## src/hw/rtl/cda_pkg.sv

```systemverilog
// cda_pkg: shared types, widths and calendar constants for calendar_date_advance
// used by cda_month_len and calendar_date_advance; no dependencies
package cda_pkg;

  localparam int unsigned YEAR_W  = 14;
  localparam int unsigned MONTH_W = 4;
  localparam int unsigned DAY_W   = 5;
  localparam int unsigned COUNT_W = 10;

  localparam logic [YEAR_W-1:0]  YEAR_MAX      = YEAR_W'(9999);
  localparam logic [COUNT_W-1:0] MAX_DAY_COUNT = COUNT_W'(1023);

  // divisibility by 25 through the inverse of 25 modulo 2**YEAR_W
  localparam logic [YEAR_W-1:0] INV25       = YEAR_W'(7209);
  localparam logic [YEAR_W-1:0] DIV25_LIMIT = YEAR_W'(((1 << YEAR_W) - 1) / 25);

  localparam logic [MONTH_W-1:0] MONTH_JAN = MONTH_W'(1);
  localparam logic [MONTH_W-1:0] MONTH_FEB = MONTH_W'(2);
  localparam logic [MONTH_W-1:0] MONTH_APR = MONTH_W'(4);
  localparam logic [MONTH_W-1:0] MONTH_JUN = MONTH_W'(6);
  localparam logic [MONTH_W-1:0] MONTH_SEP = MONTH_W'(9);
  localparam logic [MONTH_W-1:0] MONTH_NOV = MONTH_W'(11);
  localparam logic [MONTH_W-1:0] MONTH_DEC = MONTH_W'(12);

  localparam logic [DAY_W-1:0] DAY_FIRST = DAY_W'(1);
  localparam logic [DAY_W-1:0] LEN_28    = DAY_W'(28);
  localparam logic [DAY_W-1:0] LEN_29    = DAY_W'(29);
  localparam logic [DAY_W-1:0] LEN_30    = DAY_W'(30);
  localparam logic [DAY_W-1:0] LEN_31    = DAY_W'(31);

  localparam logic ACT_LOAD    = 1'b0;
  localparam logic ACT_ADVANCE = 1'b1;

  localparam logic STATUS_DONE    = 1'b0;
  localparam logic STATUS_INVALID = 1'b1;

  typedef struct packed {
    logic               action;
    logic [YEAR_W-1:0]  new_year;
    logic [MONTH_W-1:0] new_month;
    logic [DAY_W-1:0]   new_day;
    logic [COUNT_W-1:0] day_count;
  } in_beat_t;

  typedef struct packed {
    logic [YEAR_W-1:0]  year;
    logic [MONTH_W-1:0] month;
    logic [DAY_W-1:0]   day;
    logic               status;
  } out_beat_t;

endpackage

```

## src/hw/rtl/cda_month_len.sv

```systemverilog
// cda_month_len: leap rule of 4, 100 and 400 and length of a month
// depends on cda_pkg
module cda_month_len (
  input  logic [cda_pkg::YEAR_W-1:0]  year_i,
  input  logic [cda_pkg::MONTH_W-1:0] month_i,
  output logic [cda_pkg::DAY_W-1:0]   len_o
);

  logic [cda_pkg::YEAR_W-1:0] prod;
  logic                       div4;
  logic                       div16;
  logic                       div25;
  logic                       leap;

  assign prod  = cda_pkg::YEAR_W'(year_i * cda_pkg::INV25);
  assign div25 = (prod <= cda_pkg::DIV25_LIMIT);
  assign div4  = (year_i[1:0] == 2'b00);
  assign div16 = (year_i[3:0] == 4'b0000);
  assign leap  = (div4 && !div25) || (div16 && div25);

  always_comb begin
    if (month_i == cda_pkg::MONTH_FEB) begin
      len_o = leap ? cda_pkg::LEN_29 : cda_pkg::LEN_28;
    end else if (month_i == cda_pkg::MONTH_APR || month_i == cda_pkg::MONTH_JUN ||
                 month_i == cda_pkg::MONTH_SEP || month_i == cda_pkg::MONTH_NOV) begin
      len_o = cda_pkg::LEN_30;
    end else begin
      len_o = cda_pkg::LEN_31;
    end
  end

endmodule

```

## src/hw/rtl/calendar_date_advance.sv

```systemverilog
// calendar_date_advance: stored gregorian date with load check and day-count advance
// a load or a zero-count advance registers its result from ST_LOAD or ST_ADV once the input beat
// is taken; an advance first walks in steps, one per month boundary crossed plus one
// for a partial month, so 1023 days take at most 35 steps
// a new beat is taken only once the result is registered, so the block takes no new beat
// while one is in work; a stalled result holds the block in its last step
// reset sets the date to year 0, january 1 and leaves no result pending
// depends on cda_pkg and cda_month_len
module calendar_date_advance (
  input  logic               clk_i,
  input  logic               rst_ni,
  input  logic               in_valid_i,
  output logic               in_stall_o,
  input  cda_pkg::in_beat_t  in_data_i,
  output logic               out_valid_o,
  input  logic               out_stall_i,
  output cda_pkg::out_beat_t out_data_o
);

  typedef enum logic [1:0] {
    ST_IDLE,
    ST_LOAD,
    ST_ADV
  } state_e;

  state_e                      state_q, state_d;
  logic [cda_pkg::YEAR_W-1:0]  year_q, year_d;
  logic [cda_pkg::MONTH_W-1:0] month_q, month_d;
  logic [cda_pkg::DAY_W-1:0]   day_q, day_d;
  logic [cda_pkg::COUNT_W-1:0] cnt_q, cnt_d;
  cda_pkg::in_beat_t           item_q, item_d;
  logic                        out_valid_q, out_valid_d;
  cda_pkg::out_beat_t          out_q, out_d;

  logic [cda_pkg::YEAR_W-1:0]  unit_year;
  logic [cda_pkg::MONTH_W-1:0] unit_month;
  logic [cda_pkg::DAY_W-1:0]   unit_len;
  logic [cda_pkg::DAY_W-1:0]   left;
  logic                        accept;
  logic                        out_free;
  logic                        load_ok;

  assign unit_year  = (state_q == ST_LOAD) ? item_q.new_year  : year_q;
  assign unit_month = (state_q == ST_LOAD) ? item_q.new_month : month_q;

  cda_month_len u_month_len (
    .year_i  (unit_year),
    .month_i (unit_month),
    .len_o   (unit_len)
  );

  assign in_stall_o  = (state_q != ST_IDLE);
  assign accept      = in_valid_i && !in_stall_o;
  assign out_free    = !out_valid_q || !out_stall_i;
  assign out_valid_o = out_valid_q;
  assign out_data_o  = out_q;

  assign left    = (day_q < unit_len) ? (unit_len - day_q) : '0;
  assign load_ok = (item_q.new_year <= cda_pkg::YEAR_MAX) &&
                   (item_q.new_month >= cda_pkg::MONTH_JAN) &&
                   (item_q.new_month <= cda_pkg::MONTH_DEC) &&
                   (item_q.new_day >= cda_pkg::DAY_FIRST) &&
                   (item_q.new_day <= unit_len);

  always_comb begin
    state_d     = state_q;
    year_d      = year_q;
    month_d     = month_q;
    day_d       = day_q;
    cnt_d       = cnt_q;
    item_d      = item_q;
    out_valid_d = out_valid_q && out_stall_i;
    out_d       = out_q;
    unique case (state_q)
      ST_IDLE: begin
        if (accept) begin
          item_d = in_data_i;
          cnt_d  = (in_data_i.day_count > cda_pkg::MAX_DAY_COUNT) ?
                   cda_pkg::MAX_DAY_COUNT : in_data_i.day_count;
          state_d = (in_data_i.action == cda_pkg::ACT_ADVANCE) ? ST_ADV : ST_LOAD;
        end
      end
      ST_LOAD: begin
        if (out_free) begin
          out_valid_d = 1'b1;
          state_d     = ST_IDLE;
          if (load_ok) begin
            year_d  = item_q.new_year;
            month_d = item_q.new_month;
            day_d   = item_q.new_day;
            out_d   = '{year: item_q.new_year, month: item_q.new_month,
                        day: item_q.new_day, status: cda_pkg::STATUS_DONE};
          end else begin
            out_d   = '{year: year_q, month: month_q, day: day_q,
                        status: cda_pkg::STATUS_INVALID};
          end
        end
      end
      ST_ADV: begin
        if (cnt_q == '0) begin
          if (out_free) begin
            out_valid_d = 1'b1;
            state_d     = ST_IDLE;
            out_d       = '{year: year_q, month: month_q, day: day_q,
                            status: cda_pkg::STATUS_DONE};
          end
        end else if (cda_pkg::COUNT_W'(left) >= cnt_q) begin
          day_d = day_q + cnt_q[cda_pkg::DAY_W-1:0];
          cnt_d = '0;
        end else begin
          cnt_d = cnt_q - (cda_pkg::COUNT_W'(left) + cda_pkg::COUNT_W'(1));
          day_d = cda_pkg::DAY_FIRST;
          if (month_q >= cda_pkg::MONTH_DEC) begin
            month_d = cda_pkg::MONTH_JAN;
            year_d  = (year_q >= cda_pkg::YEAR_MAX) ? '0 : year_q + cda_pkg::YEAR_W'(1);
          end else begin
            month_d = month_q + cda_pkg::MONTH_W'(1);
          end
        end
      end
      default: begin
        state_d = ST_IDLE;
      end
    endcase
  end

  always_ff @(posedge clk_i or negedge rst_ni) begin
    if (!rst_ni) begin
      state_q     <= ST_IDLE;
      year_q      <= '0;
      month_q     <= cda_pkg::MONTH_JAN;
      day_q       <= cda_pkg::DAY_FIRST;
      cnt_q       <= '0;
      item_q      <= '0;
      out_valid_q <= 1'b0;
      out_q       <= '0;
    end else begin
      state_q     <= state_d;
      year_q      <= year_d;
      month_q     <= month_d;
      day_q       <= day_d;
      cnt_q       <= cnt_d;
      item_q      <= item_d;
      out_valid_q <= out_valid_d;
      out_q       <= out_d;
    end
  end

  // stored date stays in range
  assert property (@(posedge clk_i) disable iff (!rst_ni)
    (month_q >= cda_pkg::MONTH_JAN) && (month_q <= cda_pkg::MONTH_DEC) &&
    (day_q != '0) && (year_q <= cda_pkg::YEAR_MAX))
    else $error("stored date out of range");

  // a taken beat starts work
  assert property (@(posedge clk_i) disable iff (!rst_ni)
    accept |=> (state_q == ST_LOAD || state_q == ST_ADV))
    else $error("beat taken without starting work");

  // every advance step shrinks the remaining count
  assert property (@(posedge clk_i) disable iff (!rst_ni)
    (state_q == ST_ADV && cnt_q != '0) |=> (cnt_q < $past(cnt_q)))
    else $error("advance made no progress");

  // a result only comes out of a working state
  assert property (@(posedge clk_i) disable iff (!rst_ni)
    $rose(out_valid_q) |-> ($past(state_q) != ST_IDLE))
    else $error("result beat without an item");

endmodule

```

## config.mk

```make
export PLATFORM = sky130hd
export DESIGN_NAME = calendar_date_advance
export DESIGN_NICKNAME = d
export VERILOG_FILES = /design/src/hw/rtl/cda_pkg.sv /design/src/hw/rtl/cda_month_len.sv /design/src/hw/rtl/calendar_date_advance.sv
export SDC_FILE = /design/constraint.sdc
export NUM_CORES = 1
export LEC_CHECK = 0
export ABC_AREA = 1
export BUFFER_PORTS_ARGS = -buffer_cell sky130_fd_sc_hd__clkbuf_2
export CAP_MARGIN = 30
export CORE_ASPECT_RATIO = 0.6
export CORE_MARGIN = 10
export CORE_UTILIZATION = 30
export DETAILED_ROUTE_END_ITERATION = 6
export PLACE_DENSITY = 0.44
export SLEW_MARGIN = 5
export SYNTH_ARGS = -nofsm -noshare
export SYNTH_HDL_FRONTEND = slang
export SYNTH_SLANG_ARGS = --single-unit
export TNS_END_PERCENT = 5
```

## constraint.sdc

```tcl
create_clock -name clk_i -period 9.85 [get_ports clk_i]
set_clock_uncertainty 0.1 [all_clocks]
set_input_delay 0 -clock clk_i [delete_from_list [all_inputs] [get_ports clk_i]]
set_output_delay 0 -clock clk_i [all_outputs]
set_load 0.1 [all_outputs]
```

Word-level counts from Yosys, hierarchy flattened
Index checks and enable logic that the tools add are counted.
- latch bits: 0
- logic and storage cells: 119
- memories: 0
- RAM bits: 0
- ROM bits: 0
- input bits: 38
- register bits after elaboration: 83
- bitwise gates (word level): 0
- divide/modulo/power cells: 0
- equal/unequal tests: 15
- shifts and indexed selects: 0
- multiplexer cells: 42
- $mul: 1
- reduce and logical (&&, ||, !) cells: 31
- $lt $le $gt $ge: 11
- $add $sub $neg: 6
- operators by type and width (operator ; number):
    two-way mux 14 bit ; 7
    two-way mux 24 bit ; 4
    one-hot mux 24 bit (2 select lines) ; 1
    two-way mux 10 bit ; 4
    two-way mux 5 bit ; 6
    one-hot mux 14 bit (2 select lines) ; 1
    two-way mux 4 bit ; 6
    one-hot mux 10 bit (2 select lines) ; 1
    inequality test 2 bit, second input constant ; 8
    adder 14 x 1 -> 14 bit, second input constant ; 1
    >= comparator 14 bit, second input constant ; 1
    less-or-equal comparator 14 x 10 -> 1 bit, second input constant ; 1
    less-or-equal comparator 14 bit, second input constant ; 1
    multiplier 14 x 13 -> 14 bit, second input constant ; 1
    >= comparator 5 x 10 -> 1 bit ; 1
    greater-than comparator 10 bit, second input constant ; 1
    zero test 10 bit ; 1
    one-hot mux 5 bit (2 select lines) ; 1
    subtractor 10 x 6 -> 10 bit ; 1
    == test 4 x 3 -> 1 bit, second input constant ; 2
    == test 4 bit, second input constant ; 2
    logical AND 1 bit ; 8
    two-way mux 2 bit ; 4
    one-hot mux 4 bit (2 select lines) ; 1
    other kinds (26) ; 41

Logic depth before layout (Yosys ltp)
- depth in word-level cells: 16
- gate-level depth with buffers: 52
- mapped depth without buffers: 50

Modules after synthesis
Synthesis repeated with hierarchy kept, for this count alone.
- cells, all modules: 1038
- area total of the unflattened synthesis: 7118.1 um^2
- by module, submodules not included (module ; area each (um^2) ; seq. area each (um^2) ; times used ; cells each):
    calendar_date_advance ; 5720.5 ; 2079.5 ; 1 ; 828
    cda_month_len ; 1397.6 ; 0.0 ; 1 ; 210

Least setup slack after synthesis
OpenSTA, ideal clock, no wires.
- path kind: reg2reg
- start point: register state_q[0]
- end point: register year_q[13] (netlist bit)
- stages on the path, launching flop included: 44
- arrival time: 6.489 ns
- setup time: 0.122 ns
- path slack: 3.140 ns
- cell sequence: dfrtp_1 -> ha_1 -> buf_4 -> buf_2 -> clkbuf_1 -> o21ai_0 -> ha_1 -> ha_1 -> ha_1 -> inv_1 -> fa_1 -> inv_1 -> ha_1 -> fa_1 -> nand3_1 -> nand2_1 -> xor2_1 -> a21oi_1 -> [... 8 more ...] -> nand2_1 -> nand2_1 -> inv_1 -> or2_2 -> ha_1 -> inv_1 -> fa_1 -> a21oi_1 -> o21ai_1 -> a21o_1 -> nand3_1 -> nor2_2 -> nor2_8 -> nand2_4 -> inv_4 -> buf_6 -> nand2_1 -> o21ai_2
- cells in the longest elaborated chain, start to end: 14
- elaborated cells on any way between the ends: 37
- those cells by class: 1 x add/sub; 1 x mul; 4 x order compare; 12 x eq/ne; 7 x mux; 12 x reduce/logical
- ends and longest elaborated chain (item ; RTL line ; text):
    from (decl) ; calendar_date_advance.sv:26 ; state_e state_q, state_d;
    from (signal assigned) ; calendar_date_advance.sv:138 ; state_q <= state_d;
    == test 2 x 1 -> 1 bit ; calendar_date_advance.sv:43, calendar_date_advance.sv:44, calendar_date_advance.sv:74 ;
    two-way mux 14 bit ; calendar_date_advance.sv:43 ; assign unit_year = (state_q == ST_LOAD) ? item_q.new_year : year_q;
    multiplier 14 x 13 -> 14 bit ; cda_month_len.sv:15 ; assign prod = cda_pkg::YEAR_W'(year_i * cda_pkg::INV25);
    less-or-equal comparator 14 x 10 -> 1 bit ; cda_month_len.sv:16 ; assign div25 = (prod <= cda_pkg::DIV25_LIMIT);
    zero test 1 bit ; cda_month_len.sv:19 ; assign leap = (div4 && !div25) || (div16 && div25);
    logical AND 1 bit ; cda_month_len.sv:19 ;
    logical OR 1 bit ; cda_month_len.sv:19 ;
    two-way mux 1 bit ; cda_month_len.sv:23 ; len_o = leap ? cda_pkg::LEN_29 : cda_pkg::LEN_28;
    two-way mux 5 bit ; cda_month_len.sv:22 ; if (month_i == cda_pkg::MONTH_FEB) begin
    subtractor 5 bit or < comparator 5 bit (tied branches) ; calendar_date_advance.sv:58 ; assign left = (day_q < unit_len) ? (unit_len - day_q) : '0;
    two-way mux 5 bit ; calendar_date_advance.sv:58 ;
    >= comparator 5 x 10 -> 1 bit ; calendar_date_advance.sv:107 ; end else if (cda_pkg::COUNT_W'(left) >= cnt_q) begin
    inequality test 2 bit (no source line) ; n/a ;
    AND reduction 6 bit (no source line) ; n/a ;
    to (signal assigned) ; calendar_date_advance.sv:139 ; year_q <= year_d;
    to (decl) ; calendar_date_advance.sv:27 ; logic [cda_pkg::YEAR_W-1:0] year_q, year_d;
Several ways; a longest one is shown, not always the timed one.
A chain may end at the register's enable or synchronous reset.

Final worst setup path
- start point: register state_q[1]
- end point: register year_q[9] (netlist bit)
The elaborated chain is that of the path after synthesis.

==> impl_metrics.py <==
metrics = {
    "timing": {
        "setup-tns-final_ps": 0,
        "final.min_clock_period_ps": 7960,
        "max_freq_ghz": 0.126,
        "setup_violations": 0,
        "period_share": 0.808,
        "rsz0062_at_grt": "false",
        "hold_viol": 0,
        "slew_headroom": 0.543,
        "worst-slew-pin-transition_ps": 679,
        "drv_slew": 0,
    },
    "setup_path": {
        "critPathArrivalTime_ps": 8090,
        "slowest_stage": "ha_1",
        "path_class": "flop to flop",
        "crit_buf_inv": 10,
        "start_kind": "flop",
        "cpPeakStageDelay_ps": 560,
        "cp_top_family": "adder cells",
        "endpoint_kind": "flop",
        "path_common_cell": "nand2_1",
        "crit_fanout": 27,
        "critPathRequiredTime_ps": 9980,
    },
    "synthesis": {
        "avgSynthCellArea_um2": 7.64,
        "yosys_register_bits": 83,
        "synth_cells": 842,
        "ys_warn_count": 0,
        "synth.distinct_cells": 42,
        "yosysSeqAreaShare": 0.323,
        "netlist_area_um2": 6430,
        "syn_nets": 956,
    },
    "place": {
        "dpl.hpwl_um": 15000,
        "place_congestion": 0.859,
        "io_buffers": 63,
    },
    "route": {
        "drtIter0Drc": 431,
        "drt_pass1_iterations": 5,
        "route.antenna.remaining_nets": 0,
        "vias": 5706,
        "drt_wl_total_um": 19500,
        "avgRoutedWirePerCell_um": 16.0,
        "post-route-drc-count": 0,
        "viasPerCell": 4.69,
    },
    "clocking": {
        "clock_sinks": 83,
        "clkTransAtPathRegs_ps": 70,
        "cts_buffer_depth": 2,
        "postCtsResizedCells": 0,
        "tritoncts": "done",
        "cts_made_buffers": 9,
        "h-tree-depth": 3,
        "clk_latency_ps": 360,
        "clockRootBuffer": "clkbuf_16",
    },
    "layout": {
        "areaGrowthSynthToFinish_pct": 21.4,
        "final_nets": 1047,
        "antennaDiodeCount": 0,
        "final_cell_mix": "nand2_1, inv_1, nor2_1",
        "drive_gt1_frac": 0.134,
        "final_common_cell": "nand2_1",
    },
    "global_routing": {
        "grt_max_degree": 47,
        "grt_overflow": 0,
        "grt_pass1_vias": 5596,
        "grt_usage": 0.142,
        "grt_pass1_wl_um": 32000,
        "antenna_found_initial": 0,
    },
    "die": {
        "chipWidth_um": 209,
        "die_y_um": 133,
        "coreArea_um2": 21000,
        "io_pins": 64,
        "rows": 41,
        "start_util": 0.306,
        "dieArea_um2": 27900,
    },
    "hold_path": {
        "hold_path_class": "input port to async pin",
    },
    "status": {
        "status": "complete, no violations",
    },
    "job": {
        "max_cap_viol_count": 0,
    },
}
## timing repair
| action | 4_1_cts | 5_1_grt |
|---|---|---|
| endpoints found under the hold margin | 73 | 0 |
| hold buffers | 36 | 0 |
| buffers inserted | 0 | 0 |
## cell usage after synthesis
cell type  instances  area (um^2)
buf_4              1         7.51
xor2_1            14          123
buf_2             10         50.1
inv_2              5         18.8
xnor2_1            9         78.8
o22ai_1           12         75.1
o21ai_2           14          123
buf_1              1         3.75
buf_6              2         22.5
inv_4              1         6.26
nand2_1          146          548
nand2_8            1         20.0
nor4_1             1         6.26
dfstp_2            2         52.6
a211oi_1           1         7.51
nand2_4            1         11.3
o211ai_1           8         60.1
o31ai_1            2         15.0
ha_1              62          776
fa_1              14          280
nor2_8             1         20.0
o21ai_1           27          135
nand3b_1           2         15.0
nor3_1             3         15.0
nand3_1           37          185
nor2_2             3         18.8
a31oi_2            1         12.5
nor4_2             1         12.5
or2_2              3         18.8
a21oi_1           72          360
dfrtp_1           81         2030
inv_1            133          499
a22oi_1           13         97.6
o21ai_0           45          225
clkbuf_1          11         41.3
nand2_2            2         12.5
a21o_1             2         15.0
mux2_2             3         33.8
nand4_1            9         56.3
o221ai_1           1         8.76
nor2_1            84          315
nor4_4             1         21.3
## cell type report
type / instances / area [um^2]
flip-flops and latches: 83 / 2080
repair buffers: 105 / 763
inverters: 139 / 524
fillers: 2231 / 13200
clock inverters: 6 / 136
clock buffers: 10 / 239
multi-input cells: 595 / 3710
well taps: 279 / 349
## flip-flops by register name, summed over array words and instances, names as in the netlist
signal       count
out_data_o      24
item_q          23
year_q          14
cnt_q           10
day_q            5
month_q          4
state_q          2
out_valid_o      1
## metal layers
metal	GRT usage	routed length (um)	vias to the layer above	share of wire
li1	-	-	2939	-
met1	0.234	11400	2625	0.59
met2	0.174	6840	131	0.35
met3	0.0352	1100	11	0.056
met4	0.0251	132	0	0.0068
met5	0	0	-	0
## logic make-up after synthesis
logic type,share of synthesized area
simple gates,0.198
compound gates,0.176
buf+inv,0.101
flops,0.323
fa+ha+maj,0.164
xor+xnor,0.0313
mux,0.00525
## path summary, 6_finish.rpt
path                               startpoint        endpoint  slack (ps)  cells past startpoint
worst max-delay path               state_q[1]       year_q[9]        1890                     49
worst min-delay path                   rst_ni  out_data_o[13]          70                      2
worst max register to register     state_q[1]       year_q[9]        1890                     49
worst min register to register  out_data_o[3]   out_data_o[3]         410                      2
max in group asynchronous              rst_ni  out_data_o[20]        8540                      3
min in group clk_i                 in_valid_i      state_q[1]         170                      4
## through the flow
stage	hold slack, ps	setup slack (ps)	std cells	cell area, um^2	utilization
3_3_place_gp	-85.9	1970	1163	7020	0.334
4_1_cts	78.4	1890	1216	7780	0.370
5_1_grt	114	1010	1217	7810	0.371
3_5_place_dp	-85.5	1940	1164	7040	0.335
2_1_floorplan	-396	3140	842	6430	-
6_report	69.3	1890	1217	7810	0.371
Power is not shown: default switching activity piles up to over one toggle a cycle in this logic, so the estimate is an artifact.
